## config.mk

```make
export PLATFORM = sky130hd
export DESIGN_NAME = nstp_front
export DESIGN_NICKNAME = d
export VERILOG_FILES = /design/src/nstp_pkg.sv /design/src/nstp_front.sv
export SDC_FILE = /design/constraint.sdc
export NUM_CORES = 1
export LEC_CHECK = 0
export BUFFER_PORTS_ARGS = -buffer_cell sky130_fd_sc_hd__buf_2
export CORE_MARGIN = 8
export CORE_UTILIZATION = 43
export DETAILED_ROUTE_END_ITERATION = 6
export GPL_TIMING_DRIVEN = 0
export HOLD_SLACK_MARGIN = 0.12
export PLACE_DENSITY = 0.6
export RECOVER_POWER = 50
export SYNTH_ARGS = -nofsm -noshare
export SYNTH_HDL_FRONTEND = slang
export SYNTH_SLANG_ARGS = --single-unit
```

## constraint.sdc

```tcl
create_clock -name clk_i -period 8 [get_ports clk_i]
set_clock_uncertainty 0.1 [all_clocks]
set_input_delay 1.6 -clock clk_i [delete_from_list [all_inputs] [get_ports clk_i]]
set_output_delay 1.6 -clock clk_i [all_outputs]
set_load 0.1 [all_outputs]
```

## src/nstp_pkg.sv

```systemverilog
// nstp_pkg: types, constants and helpers for the nested self-time profiler
// used by every module under src
package nstp_pkg;

  localparam int unsigned NumIds     = 32;
  localparam int unsigned StackDepth = 16;
  localparam int unsigned TimeBits   = 48;
  localparam int unsigned IdW        = 5;
  localparam int unsigned SpW        = 4;
  localparam int unsigned DepthW     = 5;
  localparam int unsigned QDepth     = 2;

  typedef enum logic [2:0] {
    CMD_BEGIN   = 3'd0,
    CMD_BEGIN_X = 3'd1,
    CMD_END     = 3'd2,
    CMD_FRAME   = 3'd3,
    CMD_READ    = 3'd4
  } cmd_e;

  typedef enum logic [1:0] {
    ST_OK       = 2'd0,
    ST_OVERFLOW = 2'd1,
    ST_UNDERFLOW= 2'd2,
    ST_NOPARENT = 2'd3
  } status_e;

  typedef struct packed {
    logic [2:0]  cmd;
    logic [4:0]  func_id;
    logic [47:0] timestamp;
  } in_t;

  typedef struct packed {
    logic [1:0]  status;
    logic [47:0] duration;
    logic [31:0] func_frame_count;
    logic [63:0] func_frame_time;
    logic [63:0] func_total_count;
    logic [63:0] func_total_time;
    logic [63:0] frame_sum;
    logic [63:0] total_sum;
    logic [4:0]  stack_depth;
  } out_t;

  // classified operation handed from front to back
  typedef enum logic [2:0] {
    OP_PUSH,
    OP_POP_NAMED,
    OP_POP_EXT,
    OP_FRAME,
    OP_REPORT
  } op_e;

  // back-end sequencer states
  typedef enum logic [1:0] {B_IDLE, B_RD, B_SWEEP, B_OUT} bst_e;

  typedef struct packed {
    op_e              op;
    logic [1:0]       status;
    logic [IdW-1:0]   id;
    logic [IdW-1:0]   sel;
    logic [47:0]      duration;
    logic             top_level;
    logic [DepthW-1:0] depth;
  } job_t;

  function automatic logic [63:0] sat_add64(input logic [63:0] a, input logic [63:0] b);
    logic [64:0] s;
    s = {1'b0, a} + {1'b0, b};
    return s[64] ? '1 : s[63:0];
  endfunction

endpackage

```

## src/nstp_front.sv

```systemverilog
// nstp_front: accepts events, runs the region stack, computes durations
// depends on nstp_pkg
module nstp_front import nstp_pkg::*; (
  input  logic clk_i,
  input  logic rst_ni,
  input  logic in_valid,
  output logic in_stall,
  input  in_t  in_data,
  output logic job_valid_o,
  input  logic job_full_i,
  output job_t job_o
);

  logic [IdW-1:0]      ids_q   [StackDepth];
  logic                ext_q   [StackDepth];
  logic [TimeBits-1:0] times_q [StackDepth];
  logic [DepthW-1:0]   depth_q, depth_d;
  logic [SpW-1:0]      top, par;
  logic [TimeBits-1:0] dur;
  logic                acc;
  job_t                job;

  assign in_stall    = job_full_i;
  assign acc         = in_valid && !job_full_i;
  assign job_valid_o = acc;
  assign job_o       = job;
  assign top = SpW'(depth_q - 1'b1);
  assign par = SpW'(depth_q - 2'd2);
  assign dur = in_data.timestamp - times_q[top];

  always_comb begin
    depth_d = depth_q;
    job = '0;
    job.id = in_data.func_id;
    job.sel = in_data.func_id;
    job.op = OP_REPORT;
    job.status = ST_OK;
    case (in_data.cmd)
      CMD_BEGIN, CMD_BEGIN_X: begin
        if (depth_q == DepthW'(StackDepth)) job.status = ST_OVERFLOW;
        else depth_d = depth_q + 1'b1;
      end
      CMD_END: begin
        if (depth_q == '0) job.status = ST_UNDERFLOW;
        else begin
          depth_d = depth_q - 1'b1;
          job.duration = dur;
          job.top_level = (depth_d == '0);
          if (ext_q[top]) begin
            job.op = OP_POP_EXT;
            if (depth_d == '0) job.status = ST_NOPARENT;
          end else begin
            job.op = OP_POP_NAMED;
            job.id = ids_q[top];
          end
        end
      end
      CMD_FRAME: job.op = OP_FRAME;
      default: ;
    endcase
    job.depth = depth_d;
  end

  always_ff @(posedge clk_i or negedge rst_ni) begin
    if (!rst_ni) depth_q <= '0;
    else if (acc) depth_q <= depth_d;
  end

  always_ff @(posedge clk_i) begin
    if (acc) begin
      if ((in_data.cmd == CMD_BEGIN || in_data.cmd == CMD_BEGIN_X)
          && depth_q != DepthW'(StackDepth)) begin
        ids_q[SpW'(depth_q)]   <= in_data.func_id;
        ext_q[SpW'(depth_q)]   <= (in_data.cmd == CMD_BEGIN_X);
        times_q[SpW'(depth_q)] <= in_data.timestamp;
      end
      if (in_data.cmd == CMD_END && depth_q > DepthW'(1) && ext_q[top])
        times_q[par] <= times_q[par] + dur;
    end
  end

endmodule

```

-- Yosys cells after proc, flatten, opt, wreduce, memory -nomap -nowiden
Memories as Yosys holds them, arrays and structs flattened.
Index checks and enable logic that the tools add are counted.
- $add $sub $neg: 5
- $lt $le $gt $ge: 1
- equality and inequality tests: 5
- multiplexer cells: 25
- reduce and logical (&&, ||, !) cells: 11
- operator list (operator ; number):
    $mux 49 ; 2
    $add 48x48->48 ; 1
    $mux 48 ; 1
    $reduce_or 48->1 ; 1
    $sub 48x48->48 ; 1
    $mux 5 ; 5
    $logic_not 5->1 ; 2
    $pmux 5 s2 ; 1
    $mux 1 ; 8
    $mux 2 ; 4
    $eq 3x2->1 const B ; 2
    $pmux 3 s2 ; 1
    $add 5x1->5 const B ; 1
    $eq 5x5->1 const B ; 1
    $gt 5x1->1 const B ; 1
    $ne 5x5->1 const B ; 1
    $sub 5x1->5 const B ; 1
    $logic_and 1x1->1 ; 4
    $mux 4 ; 1
    $pmux 2 s2 ; 1
    $sub 4x2->4 const B ; 1
    $eq 3x1->1 const B ; 1
    $logic_not 3->1 ; 1
    $mux 3 ; 1
    other kinds (3) ; 3
- bits in registers: 5
- RAM bits: 864
- input bits: 60
- logic and storage cells: 51
- memories: 3
- memories (memory ; depth ; bits a word ; rd ports ; clocked after Yosys merged registers in ; write ports ; line ; RTL):
    times_q ; 16 ; 48 ; 2 ; 0 ; 1 ; nstp_front.sv:16 ; logic [TimeBits-1:0] times_q [StackDepth];
    ids_q ; 16 ; 5 ; 1 ; 0 ; 1 ; nstp_front.sv:14 ; logic [IdW-1:0] ids_q [StackDepth];
    ext_q ; 16 ; 1 ; 1 ; 0 ; 1 ; nstp_front.sv:15 ; logic ext_q [StackDepth];

-- Depth between registers and ports, before layout
Gate-level depths: netlist of run 1.
- word-level depth: 8
- mapped depth: 35

-- Least setup slack after synthesis of run 1
Ideal clock, no wire load.
- path type: register to output
- start: register depth_q[0]
- end: output port job_o[52] in the netlist's numbering
- arrival: 8032 ps
- setup slack: -1732 ps
- stages on the path, launching flop included: 26
- cell sequence: dfrtp_1 buf_2 buf_2 clkbuf_1 clkbuf_1 inv_1 ha_1 buf_2 clkbuf_1 clkbuf_1 clkbuf_1 mux4_2 mux4_2 inv_1 ha_1 clkbuf_1 a21o_1 a21o_1 a21oi_1 o21ai_0 a21o_1 a31o_2 a211oi_1 o21ai_1 mux2i_1 nor3_1
- RTL lines (item ; line ; RTL):
    start: declaration ; nstp_front.sv:17 ; logic [DepthW-1:0] depth_q, depth_d;
    start signal: assignment ; nstp_front.sv:66 ; else if (acc) depth_q <= depth_d;
    end: declaration ; nstp_front.sv:11 ; output job_t job_o

==> flow_summary.toml, run 1 <==
[sta]
setup_viol = 1
post-route-period-util_pct = 100.2
slew_headroom_pct = 2.298
worst_slew_pin_slew_ns = 1.466
finalHoldViolCount = 0
finalHoldWorstSlack_ns = 0.6559
setup_ws_ns = -0.01835
drv_slew = 0
finalCriticalPeriod_ns = 8.018
fmax_mhz = 124.7
rsz0062_at_grt = "yes"

[synthesis]
synth-xor-area-share_pct = 1.798
synth_common_cells = "edfxtp_1, mux4_2, nand2_1"
synth_nets = 2746
synth-compound-area-share_pct = 5.650
synthSimpleGateAreaFrac_pct = 3.998
yosysTopAreaCell = "edfxtp_1"
synth_top_area_share_pct = 57.45
yosysSeqAreaShare_pct = 57.73
synth-seq-cells = 869
synth_top_family_by_area = "multiplexers"
synthFlopType = "edfxtp_1"
synth_most_common_cell = "edfxtp_1"
async_reset_ff_share_pct = 0.5754
yosysUniqueCellTypes = 87
synth_edf_count = 864
ys_warn_count = 0
syn_area_sq_mm = 0.04516
yosys-top-cells-area = "edfxtp_1, mux4_2, ha_1"
synthAdderAreaFrac_pct = 2.915
avgSynthCellArea_sq_um = 17.49
syn_inst = 2582
synthMuxAreaShare_pct = 25.60

[worst_setup_path]
cp-end-kind = "output port"
required_ns = 6.30
start_kind = "flop"
crit_type = "reg -> out"
worstPathArrival_ns = 6.32
worstPathMaxFanout = 8

[finish]
fin_area_sq_mm = 0.05397
multiInputGateArea_sq_mm = 0.01909
nFillCells = 8302
utilization_pct = 51.56
drive_above_1_share_pct = 39.77
regArea_sq_mm = 0.02607
syn_to_final_growth_pct = 19.51
final_nets = 3091

[placement]
dp_hpwl_um = 105000
port_buffers = 130
place_area_sq_mm = 0.04851
place.gp.congestion = 1.015

[grt]
grt_max_degree = 21
grtUsageTotal_pct = 25.78
grt_pass1_wl_um = 214400
grt_overflow_total = 0
antenna_found_initial = 6
grt_pass1_vias = 29487

[floorplanning]
dieWidth_um = 340.1
die_y_um = 340.1
core_sq_mm = 0.1047
io_pins = 131
die_area_sq_mm = 0.1156
row_count = 119
start_util_pct = 43.14

[clock_tree]
clockBufferDepth = 3
cts_max_level = 3
tritoncts = "done"
clk_pin_slew_ns = 0.07
cts_sinks = 869
cts_buffers = 94
cts_root_buf = "clkbuf_16"
cts_hold_buf = 0
clk_latency_ns = 0.69

[detailed_routing]
ant_nets = 0
drt_iter0_drc = 4003
dr_total_vias = 29031
wire_per_inst_um = 34.65
drt_wl_total_um = 152400
drt_first_pass_iters = 6
viasPerCell = 6.602
drc = 0

[worst_hold_path]
hp-class = "in -> async"

[outcome]
status = "finished with violations"
violations = "negative setup slack"

[flow_run]
maxCapViolations = 0
worst max-delay path, stage by stage (launching register included):
cell        delay, ns
dfrtp_1          0.41
buf_12           0.16
clkbuf_16        0.14
clkbuf_16        0.14
clkinvlp_4       0.14
ha_4             0.36
clkbuf_16        0.18
clkbuf_16        0.20
clkbuf_16        0.17
mux4_2           0.31
mux4_2           0.49
inv_2            0.09
ha_4             0.21
a21o_1           0.21
a21oi_4          0.23
o21ai_4          0.11
a31oi_4          0.30
o21ai_4          0.12
buf_6            0.16
a31o_4           0.25
a211oi_4         0.34
o21ai_4          0.13
mux2i_4          0.23
nor3_4           0.31
buf_12           0.22
logic make-up (layout without fill, tap and decap cells):
family / count (synthesis) / after routing
other cells: 0 / 4
flops: 869 / 869
mux: 517 / 517
fa+ha+maj: 104 / 104
simple gates: 378 / 378
buf+inv: 248 / 668
xor+xnor: 89 / 89
compound gates: 377 / 377
final cells by class:
cell class	count	area share (%)
flip-flops and latches	869	48.31
multi-input cells	1465	35.37
clock buffers	112	4.563
repair buffers	258	4.454
well taps	1391	3.225
plain buffers	150	2.198
clock inverters	59	1.226
inverters	89	0.6376
diodes	4	0.01855
path summary, 6_finish.rpt:
| check | start | endpoint | slack, ns | cells past startpoint |
|---|---|---|---|---|
| setup / recovery | depth_q[0] | job_o[52] | -0.02 | 24 |
| hold / removal | rst_ni | depth_q[4] | 0.66 | 1 |
| setup reg to reg | depth_q[0] | times_q[15][47] | 0.04 | 34 |
| hold reg to reg | depth_q[4] | depth_q[4] | 0.71 | 3 |
| max in group asynchronous | rst_ni | depth_q[2] | 6.92 | 1 |
| min in group clk_i | depth_q[4] | depth_q[4] | 0.71 | 3 |
per-stage QoR:
stage	cells	worst slack, ns	setup TNS (ns)
after floorplan	2582	-0.2103	-0.2103
after global routing	4393	-0.07602	-2.176
after detailed placement	4139	-4.489	-2517.65
after global placement	4103	-4.413	-4771.75
final	4397	-0.01835	-0.01835
after CTS	4375	-0.01294	-0.01294
cells in the final DEF (no fill, tap or decap), drive strengths merged, types with 13 or more instances in the layout:
master,instances
a21o,55
nand4,19
a31oi,14
ha,102
and2,51
edfxtp,864
a21oi,100
xnor2,54
nand2b,15
mux4,510
buf,316
o21ai,95
o21bai,17
o31ai,15
bufinv,13
clkbuf,204
inv,90
nand3,19
clkinv,35
nor3,26
xor2,34
nand2,127
nor2,84
and3,13
per-layer routing:
metal  wire length [um]  global-route usage, %  part of all wire [%]  up-vias
li1                   -                      -                     -    11502
met5                  0                      0                     0        -
met2              73190                  42.28                    48     1841
met4               6842                  9.619                   4.5        0
met1              56170                  32.92                    37    15293
met3              16180                  6.924                    11      395
flip-flops by register name, indices dropped and copies added (netlist names):
signal / count
depth_q: 5
ext_q: 16
ids_q: 80
times_q: 768
repair_timing:
item,in CTS,in global routing
pin swaps,40,39
setup endpoints to repair,810,522
setup buffers,64,24
resized for setup,294,67
endpoints found under the hold margin,0,0
gates cloned,3,0
Power of run 1 is not shown: default switching activity piles up to over one toggle a cycle in this logic, so the estimate is an artifact.
==> inputs of run 2 (changes only) <==
--- a/config.mk
+++ b/config.mk
@@ -7,11 +7,11 @@
 export LEC_CHECK = 0
 export BUFFER_PORTS_ARGS = -buffer_cell sky130_fd_sc_hd__buf_2
 export CORE_MARGIN = 8
-export CORE_UTILIZATION = 43
+export CORE_UTILIZATION = 30
 export DETAILED_ROUTE_END_ITERATION = 6
 export GPL_TIMING_DRIVEN = 0
 export HOLD_SLACK_MARGIN = 0.12
-export PLACE_DENSITY = 0.6
+export PLACE_DENSITY = 0.45
 export RECOVER_POWER = 50
 export SYNTH_ARGS = -nofsm -noshare
 export SYNTH_HDL_FRONTEND = slang
==> constraint.sdc (replaced) <==
create_clock -name clk_i -period 8 [get_ports clk_i]
set_clock_uncertainty 0.1 [all_clocks]
set_input_delay 1.6 -clock clk_i [delete_from_list [all_inputs] [get_ports clk_i]]
set_output_delay 1.6 -clock clk_i [all_outputs]
set_load 0.005 [all_outputs]
==> run 2 against run 1 <==
Compared with the run above: the flow finishes with violations (max-capacitance violations, max-slew violations, negative setup slack); worst setup slack gained 0.012 ns; non-clock buffer count grew 58; critical path depth grew 10; critical path type is now reg -> reg; highest routed layer is now met5.
==> flow_summary.toml, run 2 (synthesis gave the netlist of run 1 again) <==
[sta]
post-route-period-util_pct = 100.1
drv_slew = 10
worst_slew_pin_slew_ns = 3.773
slew_headroom_pct = -154.7
setup_ws_ns = -0.006213
fmax_mhz = 124.9
rsz0062_at_grt = "yes"
setup_viol = 11
tns_ns = -0.05116
finalHoldWorstSlack_ns = 0.7023
finalCriticalPeriod_ns = 8.006
finalHoldViolCount = 0

[grt]
grt_pass1_vias = 29510
antenna_found_initial = 9
grt_pass1_wl_um = 232100
grt_overflow_total = 0
grtUsageTotal_pct = 20.16
grt_max_degree = 19

[finish]
layout_common_cells = "edfxtp_1, mux4_2, buf_2, nand2_1, clkbuf_16"
largest_register = "times_q"
syn_to_final_growth_pct = 23.93
largest_register_ff_count = 768
final_common_cell = "edfxtp_1"
fin_area_sq_mm = 0.05596
layout.cells.non_filler = 5088
final_nets = 3154
drive_above_1_share_pct = 42.07
top_regs = "times_q (768), ids_q (80), ext_q (16)"

[detailed_routing]
wl_met3_um = 13040
viasPerCell = 5.672
drc = 0
drt_first_pass_iters = 6
routed.top_layer = "met5"
m1WireLength_um = 68720
dr_total_vias = 28860
drt_wl_total_um = 168900
routed-wl-met2_um = 82340
drt_iter0_drc = 2883
wire_per_inst_um = 33.20
ant_nets = 0

[worst_setup_path]
start_kind = "flop"
crit_type = "reg -> reg"
worstPathMaxFanout = 16
cp-end-kind = "flop"
required_ns = 8.34
worstPathArrival_ns = 8.35
max_stage_delay_ns = 0.61
cp_slowest_cell = "or4bb_4"

[placement]
port_buffers = 130
place_area_sq_mm = 0.04960
place_inst = 4779
dp_hpwl_um = 119700
place.gp.congestion = 0.8977

[clock_tree]
clk_latency_ns = 0.73
cts_root_buf = "clkbuf_16"
tritoncts = "done"
clockBufferDepth = 3
cts_hold_buf = 0
cts_buffers = 98
clk_pin_slew_ns = 0.06
cts_sinks = 869
cts_max_level = 3

[floorplanning]
dieWidth_um = 404.0
die_y_um = 404.0
io_pins = 131
row_count = 142
die_area_sq_mm = 0.1632
core_sq_mm = 0.1496
start_util_pct = 30.19

[worst_hold_path]
hp-class = "in -> async"

[outcome]
status = "finished with violations"
violations = "max-capacitance violations, max-slew violations, negative setup slack"

[flow_run]
maxCapViolations = 1
[run 2: changes by cell type in the layout (fill, tap and decap cells not counted), moves of 5 or more]
cell       before  now
ha_4            8   16
buf_2         155  167
buf_12         45   54
ha_2           10   16
buf_4          86  115
clkbuf_4        6   18
and2_2          7    1
clkinv_1       16   21
ha_1           84   70
bufinv_16      13   18
and2_4          3   16
and2_1         40   33
clkbuf_8       11    3
buf_16          5   13
[run 2: metal layers]
layer	track usage (%)	vias to the layer above
li1	-	11617
met1	26.63	15712
met2	33.74	1277
met3	4.484	252
met4	5.169	2
met5	0	-
[run 2: cell type report]
| cell class | instances | area [sq um] |
|---|---|---|
| diodes | 1 | 2.502 |
| plain buffers | 150 | 1165 |
| well taps | 2016 | 2522 |
| clock buffers | 113 | 2551 |
| multi-input cells | 1466 | 19430 |
| inverters | 89 | 346.6 |
| fillers | 13964 | 93630 |
| clock inverters | 68 | 843.3 |
| flip-flops and latches | 869 | 26070 |
| repair buffers | 316 | 3030 |
[run 2: what timing repair did]
action,CTS,global route
setup endpoints to repair,806,517
gates cloned,5,0
hold endpoints to repair,0,0
pin swaps,66,81
buffers inserted,65,70
gates resized for setup,278,133
[run 2: worst paths after layout]
path	from	to	slack [ns]	depth (start not counted)
min in group clk_i	depth_q[4]	depth_q[4]	0.71	3
max reg2reg	depth_q[1]	times_q[1][47]	-0.006	34
max	depth_q[1]	times_q[1][47]	-0.006	34
min reg2reg	depth_q[4]	depth_q[4]	0.71	3
max in group asynchronous	rst_ni	depth_q[0]	6.79	1
min	rst_ni	depth_q[3]	0.70	1
[run 2: through the flow]
step	utilization [%]	setup slack (ns)
2_1_floorplan	-	0.01959
3_3_place_gp	32.34	-4.495
3_5_place_dp	33.15	-4.563
4_1_cts	36.71	-0.09301
5_1_grt	37.41	-0.1369
6_report	37.41	-0.006213
[run 2: worst max-delay path, delay by kind of cell, from the launching register on]
kind	cells	cell delay, ns
AO/OA/AOI/OAI	13	2.35
buffers and inverters	11	1.82
adder cells (fa/ha/maj)	3	1.02
multiplexers	2	0.78
AND/OR/NAND/NOR	2	0.72
XOR/XNOR	3	0.47
flip-flops	1	0.42
Power of run 2 is left out for the same reason.
