### config.mk
export PLATFORM = sky130hd
export DESIGN_NAME = nstp_queue
export DESIGN_NICKNAME = d
export VERILOG_FILES = /design/src/nstp_pkg.sv /design/src/nstp_queue.sv
export SDC_FILE = /design/constraint.sdc
export NUM_CORES = 1
export LEC_CHECK = 0
export CAP_MARGIN = 20
export CELL_PAD_IN_SITES_DETAIL_PLACEMENT = 0
export CELL_PAD_IN_SITES_GLOBAL_PLACEMENT = 1
export CORE_ASPECT_RATIO = 1.75
export CORE_UTILIZATION = 45
export CTS_CLUSTER_SIZE = 10
export DETAILED_ROUTE_END_ITERATION = 6
export DONT_BUFFER_PORTS = 1
export HOLD_SLACK_MARGIN = 0.12
export PLACE_DENSITY_LB_ADDON = 0.1
export SETUP_SLACK_MARGIN = 0.3
export SLEW_MARGIN = 20
export SYNTH_ARGS = -nofsm -noshare
export SYNTH_HDL_FRONTEND = slang
export SYNTH_SLANG_ARGS = --single-unit
### constraint.sdc
create_clock -name clk_i -period 4.8 [get_ports clk_i]
set_clock_uncertainty 0.05 [all_clocks]
set_input_delay 0.24 -clock clk_i [delete_from_list [all_inputs] [get_ports clk_i]]
set_output_delay 0.24 -clock clk_i [all_outputs]
set_load 0.02 [all_outputs]
### src/nstp_pkg.sv
// nstp_pkg: types, constants and helpers for the nested self-time profiler
// used by every module under src
package nstp_pkg;

  localparam int unsigned NumIds     = 32;
  localparam int unsigned StackDepth = 16;
  localparam int unsigned TimeBits   = 48;
  localparam int unsigned IdW        = 5;
  localparam int unsigned SpW        = 4;
  localparam int unsigned DepthW     = 5;
  localparam int unsigned QDepth     = 2;

  typedef enum logic [2:0] {
    CMD_BEGIN   = 3'd0,
    CMD_BEGIN_X = 3'd1,
    CMD_END     = 3'd2,
    CMD_FRAME   = 3'd3,
    CMD_READ    = 3'd4
  } cmd_e;

  typedef enum logic [1:0] {
    ST_OK       = 2'd0,
    ST_OVERFLOW = 2'd1,
    ST_UNDERFLOW= 2'd2,
    ST_NOPARENT = 2'd3
  } status_e;

  typedef struct packed {
    logic [2:0]  cmd;
    logic [4:0]  func_id;
    logic [47:0] timestamp;
  } in_t;

  typedef struct packed {
    logic [1:0]  status;
    logic [47:0] duration;
    logic [31:0] func_frame_count;
    logic [63:0] func_frame_time;
    logic [63:0] func_total_count;
    logic [63:0] func_total_time;
    logic [63:0] frame_sum;
    logic [63:0] total_sum;
    logic [4:0]  stack_depth;
  } out_t;

  // classified operation handed from front to back
  typedef enum logic [2:0] {
    OP_PUSH,
    OP_POP_NAMED,
    OP_POP_EXT,
    OP_FRAME,
    OP_REPORT
  } op_e;

  // back-end sequencer states
  typedef enum logic [1:0] {B_IDLE, B_RD, B_SWEEP, B_OUT} bst_e;

  typedef struct packed {
    op_e              op;
    logic [1:0]       status;
    logic [IdW-1:0]   id;
    logic [IdW-1:0]   sel;
    logic [47:0]      duration;
    logic             top_level;
    logic [DepthW-1:0] depth;
  } job_t;

  function automatic logic [63:0] sat_add64(input logic [63:0] a, input logic [63:0] b);
    logic [64:0] s;
    s = {1'b0, a} + {1'b0, b};
    return s[64] ? '1 : s[63:0];
  endfunction

endpackage

### src/nstp_queue.sv
// nstp_queue: short fifo of classified jobs between front and back
// depends on nstp_pkg
module nstp_queue import nstp_pkg::*; (
  input  logic clk_i,
  input  logic rst_ni,
  input  logic push_i,
  input  job_t push_data_i,
  output logic full_o,
  output logic empty_o,
  input  logic pop_i,
  output job_t pop_data_o
);

  job_t       mem_q [QDepth];
  logic       wp_q, rp_q;
  logic [1:0] cnt_q;

  assign full_o     = (cnt_q == 2'(QDepth));
  assign empty_o    = (cnt_q == '0);
  assign pop_data_o = mem_q[rp_q];

  always_ff @(posedge clk_i or negedge rst_ni) begin
    if (!rst_ni) begin
      wp_q <= 1'b0; rp_q <= 1'b0; cnt_q <= '0;
    end else begin
      if (push_i) wp_q <= ~wp_q;
      if (pop_i) rp_q <= ~rp_q;
      cnt_q <= cnt_q + 2'(push_i) - 2'(pop_i);
    end
  end

  always_ff @(posedge clk_i) begin
    if (push_i) mem_q[wp_q] <= push_data_i;
  end

endmodule

-- Word level (Yosys, flattened, before mapping)
Memory sizes are Yosys's and may differ from the RTL's.
Index checks and enable logic that the tools add are counted.
- add/sub/neg operators: 2
- equality and inequality tests: 1
- multiplexer cells: 2
- bitwise gates (word level): 2
- reductions and logical operators: 1
- operators with widths (kind ; number):
    2-bit by 1-bit adder with 2-bit output ; 1
    2-bit equality test, second input constant ; 1
    2-bit logical NOT ; 1
    1-bit 2-to-1 mux ; 2
    1-bit NOT ; 2
    2-bit by 1-bit subtractor with 2-bit output ; 1
- bits in registers: 4
- bits in writable memories: 138
- bits of input ports: 73
- output and inout bits: 71
- logic and storage cells: 12
- memories kept: 1
- memory list (name ; words ; width ; rd ports ; clocked after Yosys merged registers in ; wr ports ; RTL line ; source):
    mem_q ; 2 ; 69 ; 1 ; 0 ; 1 ; nstp_queue.sv:14 ; job_t mem_q [QDepth];

-- Depth between registers and ports, before layout
Gate-level depths: netlist of the first run.
- depth after elaboration: 2
- mapped depth: 5
- gate-level depth less buffers: 5

-- Worst setup path before layout of the first run
Ideal clock, no wire load.
- path type: flip-flop to flip-flop
- start: register wp_q
- end: memory mem_q[0][0] (netlist name), enable pin
- library setup time: 0.505 ns
- arrival time: 3.467 ns
- required time: 4.245 ns
- path slack: 0.778 ns
- cell stages (with the launch flop): 2
- path buffers: 0
- clock period less this slack: 4.022 ns
- cell sequence: dfrtp_1 -> nor2b_1
- RTL lines (what ; RTL line ; source):
    start: declaration ; nstp_queue.sv:15 ; logic wp_q, rp_q;
    start signal: assignment ; nstp_queue.sv:26 ; if (push_i) wp_q <= ~wp_q;
    end: declaration ; nstp_queue.sv:14 ;
Straight into the memory's write port.

==> impl_table.tex, run 1 <==
\begin{tabular}{lr}
\hline
Metric & Value \\
\hline
\multicolumn{2}{l}{\textbf{Run status}} \\
Outcome & finished clean \\
\multicolumn{2}{l}{\textbf{Global routing}} \\
Global-route wire length before repair & 13.1 mm \\
Aggregate global-route resource usage & approximately 14\% \\
Grt ovf & 0 \\
Initial antenna violation count & 0 \\
Number of global-route vias before repair & around 2600 \\
Largest net degree at the start of global routing & 70 \\
\multicolumn{2}{l}{\textbf{Timing}} \\
Worst slew margin relative to its limit & between 30 and 40\% \\
Post-route clock period utilization & between 50\% and 60\% \\
Setup Total Neg Slack & 0 ns \\
Unrepaired setup endpoints after global routing & no \\
Worst-margin pin slew & $\sim$0.95 ns \\
Fmax & a little under 0.4 GHz \\
Final setup viols & 0 \\
Minimum setup slack in the final design & $\sim$2.2 ns \\
Final critical-path required period & 2.59 ns \\
Final number of hold-violating endpoints & 0 \\
Final slew viol count & 0 \\
\multicolumn{2}{l}{\textbf{Synth}} \\
Area share of the largest cell type after synthesis & approximately three quarters \\
Synthesized area & 0.00553 sq mm \\
Most frequent cells after synthesis & edfxtp\_1 (138), mux2\_4 (69), buf\_12 (7) \\
Most frequent cell after synthesis & edfxtp\_1 \\
Most used flip-flop cell after synthesis & edfxtp\_1 \\
Proportion of synthesized flip-flops having asynchronous set or reset & roughly 2.8\% \\
Synthesized netlist cell count & 230 \\
Biggest area contributors in the synthesized netlist & edfxtp\_1 (75\%), mux2\_4 (19\%), buf\_12 (2.5\%) \\
Unique cell type count in the Yosys netlist & 12 \\
Yosys reg bits & $\sim$140 \\
Average size of a mapped cell & about 24 sq um \\
Yosys top cell by area & edfxtp\_1 \\
Number of enable-type register cells in the synthesized netlist & 138 \\
Yosys warns & 0 \\
Fraction of the yosys area taken by sequential cells & approximately three quarters \\
Post-Syn Nets & between 300 and 400 \\
\multicolumn{2}{l}{\textbf{Hold path}} \\
Worst min path class & in2reg \\
Number of cells on the worst hold path & 2 \\
Hold endpoint & cnt\_q[1]\$\_DFF\_PN0\_ \\
Critical hold path startpoint & pop\_i \\
\multicolumn{2}{l}{\textbf{Power and ir drop}} \\
Sequential share of power & a little over two fifths \\
Part of the total power dissipated in the clock network & between 30\% and 40\% \\
Switching power summed over all nets & 1.26 mW \\
Lkg Pwr & 2.58 nW \\
Switching Fraction & around 29\% \\
Comb power frac & between 20\% and 30\% \\
Ratio of total power to cell area & about 600 mW/mm\^{}2 \\
Max rail drop VDD & $\sim$390 uV \\
Tot Pwr & 4.29 mW \\
Cell-internal power & roughly 3.0 mW \\
\multicolumn{2}{l}{\textbf{Worst setup path}} \\
End of the worst register-to-register path & mem\_q[0][3]\$\_DFFE\_PP\_ \\
Critical path's slowest cell & dfrtp\_4 \\
Delay of the slowest critical-path stage & roughly 0.96 ns \\
Kind of launch point of the worst setup path & register \\
Worst-path fanout max & 46 \\
Reg-to-Reg Start & wp\_q\$\_DFFE\_PN0P\_ \\
Arrival time of data at the critical path endpoint & $\sim$2.3 ns \\
Reg2Reg Setup Slack & 2.77 ns \\
Classification of the worst setup path & reg2out \\
Cell depth of the worst flop-to-flop path & 2 \\
Critical Path Sink Type & output port \\
Cell Chain, Critical Path & buf\_4 > mux2\_4 \\
Required time of the worst setup path & around 4.5 ns \\
\multicolumn{2}{l}{\textbf{Layout}} \\
Fraction of layout instances using a drive strength above 1 & a little under a third \\
Total area of multi-input combinational cells & about 0.0011 sq mm \\
Register area & around 0.0042 sq mm \\
Filler cell count & roughly 890 \\
Post-route core utilization & between 50\% and 60\% \\
Count of inserted antenna diode cells & 0 \\
Area delta synth->final & 25.6\% \\
Number of nets at the end of the flow & around 390 \\
\multicolumn{2}{l}{\textbf{Drt}} \\
DR vias/cell & about 4.8 \\
Total wire length after detailed routing & roughly 8.6 mm \\
Total vias in the final route & $\sim$2400 \\
Detail Route Antenna Nets & 0 \\
First-iteration detailed-routing DRC count & between 70 and 80 \\
DRC violations left & 0 \\
Detailed Routing Iterations Pass 1 & 4 \\
Routed len/inst & approximately 17 microns \\
\multicolumn{2}{l}{\textbf{CTS}} \\
CTS tree & yes \\
Setup Fix Bufs, Post-CTS & 0 \\
Number of levels the H-tree was split into & 4 \\
Clk Tree Root Cell & clkbuf\_16 \\
Clock Latency Late Sink & approximately 0.40 ns \\
TritonCTS buffer count & 17 \\
Buffer depth of the longest clock path & 2 \\
Worst-path clk slew & $\sim$0.05 ns \\
Sinks on the clock net & 142 \\
\multicolumn{2}{l}{\textbf{Floorplan}} \\
Die Y-Extent & 149 microns \\
Initial cell density of the core & about 46\% \\
Floorplan die width & between 80 and 90 microns \\
Number of core rows & 53 \\
Total core area & $\sim$0.012 sq mm \\
Num ports & approximately 140 \\
Die Footprint & around 0.013 sq mm \\
\multicolumn{2}{l}{\textbf{Placement}} \\
Number of buffer cells added on primary ports & 0 \\
Routability Congestion & 0.637 \\
Post-Place Setup Slack & $\sim$2.6 ns \\
\multicolumn{2}{l}{\textbf{Flow run}} \\
Max Cap Violations & 0 \\
\hline
\end{tabular}
## power by group through the flow
stage | Clock (mW) | Combinational [mW] | Sequential, mW
finish | 1.31 | 1.16 | 1.82
global route | 1.38 | 1.23 | 1.86
CTS | 1.34 | 1.19 | 1.83
detailed placement | 0 | 1.13 | 1.86
global placement | 0 | 1.11 | 1.84
floorplan | 0 | 1.21 | 1.74
## area by class of cell
| class | count | area share (%) |
|---|---|---|
| Timing Repair Buffer | 75 | 10.7 |
| Tap cell | 165 | 2.97 |
| Sequential cell | 142 | 61.2 |
| Clock buffer | 18 | 6.18 |
| Clock inverter | 12 | 2.47 |
| Inverter | 2 | 0.108 |
| Multi-Input combinational cell | 78 | 16.3 |
## through the flow
step / instances / hold WS, ns / cell area, sq um
after floorplan: 230 / -0.106 / 5530
after global placement: 389 / -0.105 / 5610
after detailed placement: 389 / -0.105 / 5610
after CTS: 492 / 0.170 / 6940
after global routing: 492 / 0.183 / 6940
final: 492 / 0.177 / 6940
## logic make-up (layout without fill, tap and decap cells)
group	Yosys count	count (layout)	share of synthesized area, %
muxes	69	69	18.7
buffers and inverters	10	107	2.87
adders and majority gates	2	2	0.453
DFF	142	142	76.8
and+or+nand+nor	4	4	0.407
xor gates and xnor gates	3	3	0.747
## worst max-delay path: cells and delay by family, from the launching register on
kind,cells,cell delay [ns]
buffers and inverters,1,0.53
DFF,1,0.96
muxes,1,0.38
## registers in the layout (all words and copies together) (netlist names)
| signal | cells |
|---|---|
| wp_q | 1 |
| mem_q | 138 |
| rp_q | 1 |
| cnt_q | 2 |
## placed cells by master (no fill, tap or decap)
cell | synthesis | final
nor2_1 | 1 | 1
dlygate4sd3_1 | 0 | 73
clkinv_2 | 0 | 3
clkinvlp_4 | 0 | 2
clkbuf_1 | 0 | 1
dfrtp_1 | 4 | 3
clkinv_4 | 0 | 2
dfrtp_4 | 0 | 1
xor2_1 | 2 | 2
bufinv_16 | 0 | 4
mux2_4 | 69 | 69
clkinv_1 | 0 | 1
clkbuf_16 | 0 | 17
edfxtp_1 | 138 | 138
nor2b_1 | 2 | 1
and2_4 | 0 | 1
ha_1 | 2 | 2
inv_1 | 2 | 2
nor2b_4 | 0 | 1
buf_4 | 0 | 2
xor3_1 | 1 | 1
## layer usage
metal | part of all wire [%] | vias to the layer above | global-route usage, % | wire length (microns)
li1 | - | 1079 | - | -
met1 | 35 | 1189 | 13.7 | 3010
met4 | 2.1 | 0 | 7.33 | 180
met5 | 0 | - | 0 | 0
met3 | 5.9 | 12 | 5.05 | 502
met2 | 57 | 86 | 25.8 | 4870
## worst max-delay path by stage
stage | from | endpoint | slack [ns] | cells after the start
3_3_place_gp | rp_q$_DFFE_PN0P_ | pop_data_o[23] | 2.61 | 2
3_5_place_dp | rp_q$_DFFE_PN0P_ | pop_data_o[49] | 2.55 | 2
4_1_cts | rp_q$_DFFE_PN0P_ | pop_data_o[49] | 2.11 | 2
5_1_grt | rp_q$_DFFE_PN0P_ | pop_data_o[21] | 2.06 | 2
2_1_floorplan | wp_q$_DFFE_PN0P_ | mem_q[0][0]$_DFFE_PP_ | 0.78 | 1
6_report | rp_q$_DFFE_PN0P_ | pop_data_o[24] | 2.21 | 2
## timing repair
item,CTS,global route
hold endpoints to repair,146,0
resized for setup,0,0
hold buffers,73,0
Power figures use the tool's default switching activity.
==> run 2, diff against run 1 <==
clock period = 2.59 ns   (was 4.8 ns; I/O delays follow)
==> run 2 against run 1 <==
Total power up 87%. Combinational power rose by 100%. Flip-flop and latch count unchanged. Setup slack got worse by 1.8 ns. Sequential share of layout area shrank 0.43 points. Die area stayed put. Sequential power is 80% higher. Register-to-register slack got worse by 1.8 ns. Count of clock-buffer cells in the layout did not move. Worst hold slack gained 0.027 ns. Global-route usage grew 0.58 points. Largest cell class unchanged.
==> impl_table.tex, run 2 (synthesis gave the netlist of run 1 again) <==
\begin{tabular}{lr}
\hline
Metric & Value \\
\hline
\multicolumn{2}{l}{\textbf{Worst setup path}} \\
Arrival time of data at the critical path endpoint & 1.95 ns \\
Worst-path fanout max & 25 \\
Category of cells accounting for the largest share of critical-path delay & flip-flops \\
Classification of the worst setup path & reg2out \\
Start point of the critical path & rp\_q\$\_DFFE\_PN0P\_ \\
Kind of launch point of the worst setup path & register \\
Required time of the worst setup path & 2.41 ns \\
Reg-to-Reg Start & wp\_q\$\_DFFE\_PN0P\_ \\
Critical path buffers and inverters & 1 \\
Delay of the slowest critical-path stage & around 0.68 ns \\
Critical Path Sink Type & output port \\
Critical path's slowest cell & dfrtp\_4 \\
Cell Chain, Critical Path & buf\_4 > mux2\_4 \\
\multicolumn{2}{l}{\textbf{Power and ir drop}} \\
Ratio of total power to cell area & roughly 1100 mW/mm\^{}2 \\
Lkg Pwr & 2.61 nW \\
Max rail drop VDD & 573 uV \\
\multicolumn{2}{l}{\textbf{Layout}} \\
Most common cell after layout, fill and taps aside & edfxtp\_1 \\
Count of inserted antenna diode cells & 0 \\
Register with the most flip-flops & mem\_q \\
Number of non-filler instances in the completed layout & 496 \\
Fraction of layout instances using a drive strength above 1 & a little under a third \\
Registers with the most flip-flops & mem\_q (138), cnt\_q (2) \\
Number of nets at the end of the flow & 394 \\
Leading cell types in the layout, fill and taps excluded & edfxtp\_1 (138), dlygate4sd3\_1 (73), mux2\_4 (69), clkbuf\_16 (17), bufinv\_16 (4) \\
Design area & between 0.006 and 0.007 sq mm \\
Number of flip-flops in the largest register & around 140 \\
Area delta synth->final & 26.5\% \\
\multicolumn{2}{l}{\textbf{Floorplan}} \\
Number of core rows & 53 \\
Initial cell density of the core & between 40\% and 50\% \\
Floorplan die width & 85.8 microns \\
Total core area & about 0.012 sq mm \\
Die Y-Extent & between 100 and 150 microns \\
Num ports & around 140 \\
Die Footprint & 0.0127 sq mm \\
\multicolumn{2}{l}{\textbf{Drt}} \\
Detail Route Antenna Nets & 0 \\
DRC violations left & 0 \\
Total wire length after detailed routing & approximately 9 mm \\
DR vias/cell & between 4 and 5 \\
First-iteration detailed-routing DRC count & 110 \\
Detailed Routing Iterations Pass 1 & 4 \\
Total vias in the final route & $\sim$2400 \\
Routed len/inst & 18.0 microns \\
\multicolumn{2}{l}{\textbf{CTS}} \\
Post-cts sizing count & 0 \\
Sinks on the clock net & roughly 140 \\
Post-cts hold buffer count & 73 \\
Buffer depth of the longest clock path & 2 \\
TritonCTS buffer count & 17 \\
Clk Tree Root Cell & clkbuf\_16 \\
CTS tree & yes \\
Worst-path clk slew & roughly 0.05 ns \\
Setup Fix Bufs, Post-CTS & 0 \\
Number of levels the H-tree was split into & 4 \\
Clock Latency Late Sink & approximately 0.4 ns \\
\multicolumn{2}{l}{\textbf{Timing}} \\
Fmax & roughly 0.47 GHz \\
Final slew viol count & 0 \\
Post-route clock period utilization & between 80\% and 90\% \\
Worst-margin pin slew & 0.553 ns \\
Final setup viols & 0 \\
Final number of hold-violating endpoints & 0 \\
Unrepaired setup endpoints after global routing & no \\
Final critical-path required period & 2.13 ns \\
Setup Total Neg Slack & 0 ns \\
Worst slew margin relative to its limit & 63.1\% \\
\multicolumn{2}{l}{\textbf{Placement}} \\
Sum of net half-perimeters after detailed placement & approximately 5.6 mm \\
Placed Cells incl. Taps & 392 \\
Routability Congestion & slightly below 0.7 \\
Cell area after placement & about 0.0057 sq mm \\
Number of buffer cells added on primary ports & 0 \\
\multicolumn{2}{l}{\textbf{Global routing}} \\
Number of global-route vias before repair & 2600 \\
Grt ovf & 0 \\
Largest net degree at the start of global routing & between 40 and 50 \\
Global-route wire length before repair & 13.4 mm \\
Aggregate global-route resource usage & between 10\% and 20\% \\
Initial antenna violation count & 0 \\
\multicolumn{2}{l}{\textbf{Run status}} \\
Outcome & finished clean \\
\multicolumn{2}{l}{\textbf{Hold path}} \\
Worst min path class & in2reg \\
Critical hold path startpoint & push\_i \\
\multicolumn{2}{l}{\textbf{Flow run}} \\
Max Cap Violations & 0 \\
\hline
\end{tabular}
run 2: power by group:
group          internal [mW]  switching (mW)  leakage [nW]
Combinational           1.01            1.31         0.971
Sequential              3.06           0.213          1.34
Clock                   1.59           0.838         0.296
Total                   5.66            2.36          2.61
run 2: per-stage QoR:
step	utilization, %	power, mW	hold slack (ns)	setup WS, ns
CTS	58.3	8.13	0.200	0.414
floorplan	-	5.44	-0.216	0.669
detailed placement	47.1	5.58	-0.216	0.846
global route	58.3	8.33	0.203	0.358
finish	58.3	8.02	0.204	0.457
global placement	47.1	5.53	-0.216	0.888
run 2: path summary, 6_finish.rpt:
check / slack [ns] / cells after the start / endpoint
worst max-delay path: 0.46 / 2 / pop_data_o[26]
worst min-delay path: 0.20 / 1 / mem_q[1][9]$_DFFE_PP_
worst max register to register: 0.99 / 2 / mem_q[1][30]$_DFFE_PP_
worst min register to register: 0.48 / 1 / wp_q$_DFFE_PN0P_
max in group asynchronous: 1.79 / 2 / rp_q$_DFFE_PN0P_
min in group asynchronous: 0.49 / 2 / cnt_q[1]$_DFF_PN0_
run 2: final cells by class:
cell class | instances | area [sq um]
clock buffers | 18 | 429
fillers | 886 | 5010
multi-input cells | 78 | 1130
clock inverters | 13 | 173
inverters | 2 | 7.51
flip-flops and latches | 142 | 4250
repair buffers | 78 | 793
well taps | 165 | 206
run 2: per-layer routing:
layer,vias up,share of wire (%),track usage (%)
li1,1084,-,-
met1,1200,36,14.2
met2,93,57,26.7
met3,10,6.3,6.10
met4,0,1.4,6.75
met5,-,0,0
==> run 3, diff against run 2 <==
clock period = 1.85 ns   (was 2.59 ns; I/O delays follow)
==> run 3 against run 2 <==
Sequential share of layout area fell by 0.65 points. Routed wire length rose by 2.6%. Register-to-register slack got worse by 0.54 ns. Combinational power rose by 52%. Critical path depth did not move. Global-route usage rose by 0.13 points. Critical endpoint is now pop_data_o[5]. Highest routed layer unchanged.
==> impl_table.tex, run 3 (synthesis gave the netlist of run 1 again) <==
\begin{tabular}{lr}
\hline
Metric & Value \\
\hline
\multicolumn{2}{l}{\textbf{Run status}} \\
Outcome & finished clean \\
\multicolumn{2}{l}{\textbf{Power and ir drop}} \\
Ratio of total power to cell area & around 1600 mW/mm\^{}2 \\
Lkg Pwr & approximately 2.6 nW \\
Tot Pwr & 11.4 mW \\
Max rail drop VDD & approximately 1000 uV \\
\multicolumn{2}{l}{\textbf{Layout}} \\
Most common cell after layout, fill and taps aside & edfxtp\_1 \\
Register with the most flip-flops & mem\_q \\
Number of nets at the end of the flow & between 300 and 400 \\
Fraction of layout instances using a drive strength above 1 & between 30\% and 40\% \\
Area delta synth->final & 27.8\% \\
Count of inserted antenna diode cells & 0 \\
Design area & 0.00707 sq mm \\
Leading cell types in the layout, fill and taps excluded & edfxtp\_1 (138), dlygate4sd3\_1 (73), mux2\_4 (69), clkbuf\_16 (17) \\
Number of flip-flops in the largest register & between 100 and 150 \\
Registers with the most flip-flops & mem\_q (138), cnt\_q (2) \\
\multicolumn{2}{l}{\textbf{Worst setup path}} \\
Worst-path fanout max & 22 \\
Category of cells accounting for the largest share of critical-path delay & flip-flops \\
End of the worst register-to-register path & mem\_q[1][49]\$\_DFFE\_PP\_ \\
Cell Chain, Critical Path & buf\_16 > mux2\_4 \\
Arrival time of data at the critical path endpoint & 1.53 ns \\
Critical Path Sink Type & output port \\
Critical path buffers and inverters & 1 \\
Cell depth of the worst flop-to-flop path & 2 \\
Kind of launch point of the worst setup path & register \\
Required time of the worst setup path & 1.71 ns \\
Reg2Reg Setup Slack & 0.45 ns \\
Reg-to-Reg Start & wp\_q\$\_DFFE\_PN0P\_ \\
Delay of the slowest critical-path stage & 0.54 ns \\
Critical path's slowest cell & dfrtp\_4 \\
Classification of the worst setup path & reg2out \\
\multicolumn{2}{l}{\textbf{Placement}} \\
Routability Congestion & $\sim$0.67 \\
Post-Place Setup Slack & 0.437 ns \\
Number of buffer cells added on primary ports & 0 \\
Cell area after placement & $\sim$0.0057 sq mm \\
\multicolumn{2}{l}{\textbf{CTS}} \\
Sinks on the clock net & between 100 and 150 \\
Buffer depth of the longest clock path & 2 \\
Number of levels the H-tree was split into & 4 \\
Worst-path clk slew & approximately 0.060 ns \\
TritonCTS buffer count & 17 \\
Clock Latency Late Sink & 0.40 ns \\
CTS tree & yes \\
Clk Tree Root Cell & clkbuf\_16 \\
\multicolumn{2}{l}{\textbf{Global routing}} \\
Aggregate global-route resource usage & between 10\% and 20\% \\
Global-route wire length before repair & around 14 mm \\
Number of global-route vias before repair & about 2600 \\
Largest net degree at the start of global routing & 52 \\
Grt ovf & 0 \\
Initial antenna violation count & 0 \\
\multicolumn{2}{l}{\textbf{Timing}} \\
Fmax & 0.598 GHz \\
Post-route clock period utilization & between 90\% and 100\% \\
Final number of hold-violating endpoints & 0 \\
Final setup viols & 0 \\
Worst-margin pin slew & 0.396 ns \\
Final critical-path required period & about 1.7 ns \\
Minimum setup slack in the final design & approximately 0.18 ns \\
Final slew viol count & 0 \\
Worst slew margin relative to its limit & 73.5\% \\
Unrepaired setup endpoints after global routing & yes \\
Setup Total Neg Slack & 0 ns \\
\multicolumn{2}{l}{\textbf{Drt}} \\
Detail Route Antenna Nets & 0 \\
Total wire length after detailed routing & between 9 and 10 mm \\
Total vias in the final route & $\sim$2400 \\
First-iteration detailed-routing DRC count & 88 \\
DRC violations left & 0 \\
Routed len/inst & between 15 and 20 microns \\
DR vias/cell & around 4.8 \\
Detailed Routing Iterations Pass 1 & 4 \\
\multicolumn{2}{l}{\textbf{Hold path}} \\
Worst min path class & in2reg \\
Critical hold path startpoint & push\_i \\
Number of cells on the worst hold path & 2 \\
Hold endpoint & mem\_q[0][11]\$\_DFFE\_PP\_ \\
\multicolumn{2}{l}{\textbf{Floorplan}} \\
Total core area & 0.0120 sq mm \\
Number of core rows & 53 \\
Initial cell density of the core & a little under half \\
Num ports & between 100 and 150 \\
Die Y-Extent & about 150 microns \\
Die Footprint & between 0.01 and 0.015 sq mm \\
Floorplan die width & 85.8 microns \\
\multicolumn{2}{l}{\textbf{Flow run}} \\
Max Cap Violations & 0 \\
\hline
\end{tabular}
==> run 3: cell types whose count changed in the layout (fill, tap and decap cells not counted) <==
cell,before,now
inv_6,0,2
clkinv_4,3,2
bufinv_16,4,3
clkinv_1,3,2
buf_12,2,4
clkinvlp_4,0,4
clkinv_2,3,1
buf_16,0,2
buf_4,3,1
==> run 3: per-layer routing <==
| metal | vias to the layer above | track usage, % | share of wire [%] |
|---|---|---|---|
| met5 | - | 0 | 0 |
| li1 | 1087 | - | - |
| met1 | 1218 | 15.3 | 37 |
| met2 | 90 | 26.7 | 56 |
| met4 | 0 | 6.75 | 1.4 |
| met3 | 7 | 5.11 | 5.7 |
==> run 3: how the worst max path moves through the flow <==
stage                                   to  slack (ns)              from  cells past startpoint
floorplan            mem_q[0][0]$_DFFE_PP_       -0.07  wp_q$_DFFE_PN0P_                      1
global placement    mem_q[1][54]$_DFFE_PP_        0.50  wp_q$_DFFE_PN0P_                      2
detailed placement  mem_q[1][56]$_DFFE_PP_        0.44  wp_q$_DFFE_PN0P_                      2
CTS                          pop_data_o[7]        0.16  rp_q$_DFFE_PN0P_                      2
global route                pop_data_o[68]        0.15  rp_q$_DFFE_PN0P_                      2
finish                       pop_data_o[5]        0.18  rp_q$_DFFE_PN0P_                      2
==> run 3: power breakdown <==
part           switching [mW]  internal [mW]
clock                    1.24           2.12
sequential              0.214           4.28
combinational            1.98           1.55
==> run 3: timing repair <==
| action | 4_1_cts | 5_1_grt |
|---|---|---|
| endpoints found under the hold margin | 164 | 0 |
| setup buffers | 0 | 0 |
| gates resized for setup | 5 | 0 |
| gates cloned | 1 | 0 |
| hold buffers | 73 | 0 |
| endpoints found under the setup margin | 69 | 69 |
==> run 3: area by class of cell <==
type	count	area, sq um
Clock buffer	18	429
Tap cell	165	206
Fill cell	884	4940
Sequential cell	142	4250
Inverter	2	7.51
Multi-Input combinational cell	78	1130
Clock inverter	14	168
Timing Repair Buffer	80	873
==> run 3: metrics by stage <==
step           instances  hold slack, ns  util, %
5_1_grt              499           0.158     58.9
4_1_cts              499           0.146     58.9
3_5_place_dp         393          -0.253     47.4
2_1_floorplan        230          -0.253        -
3_3_place_gp         393          -0.253     47.4
6_report             499           0.162     58.9
==> run 3: worst reg2reg max path, stage by stage, from the launching register on <==
cell and delay, ns:
dfrtp_1 0.42, and2_4 0.37, buf_12 0.24
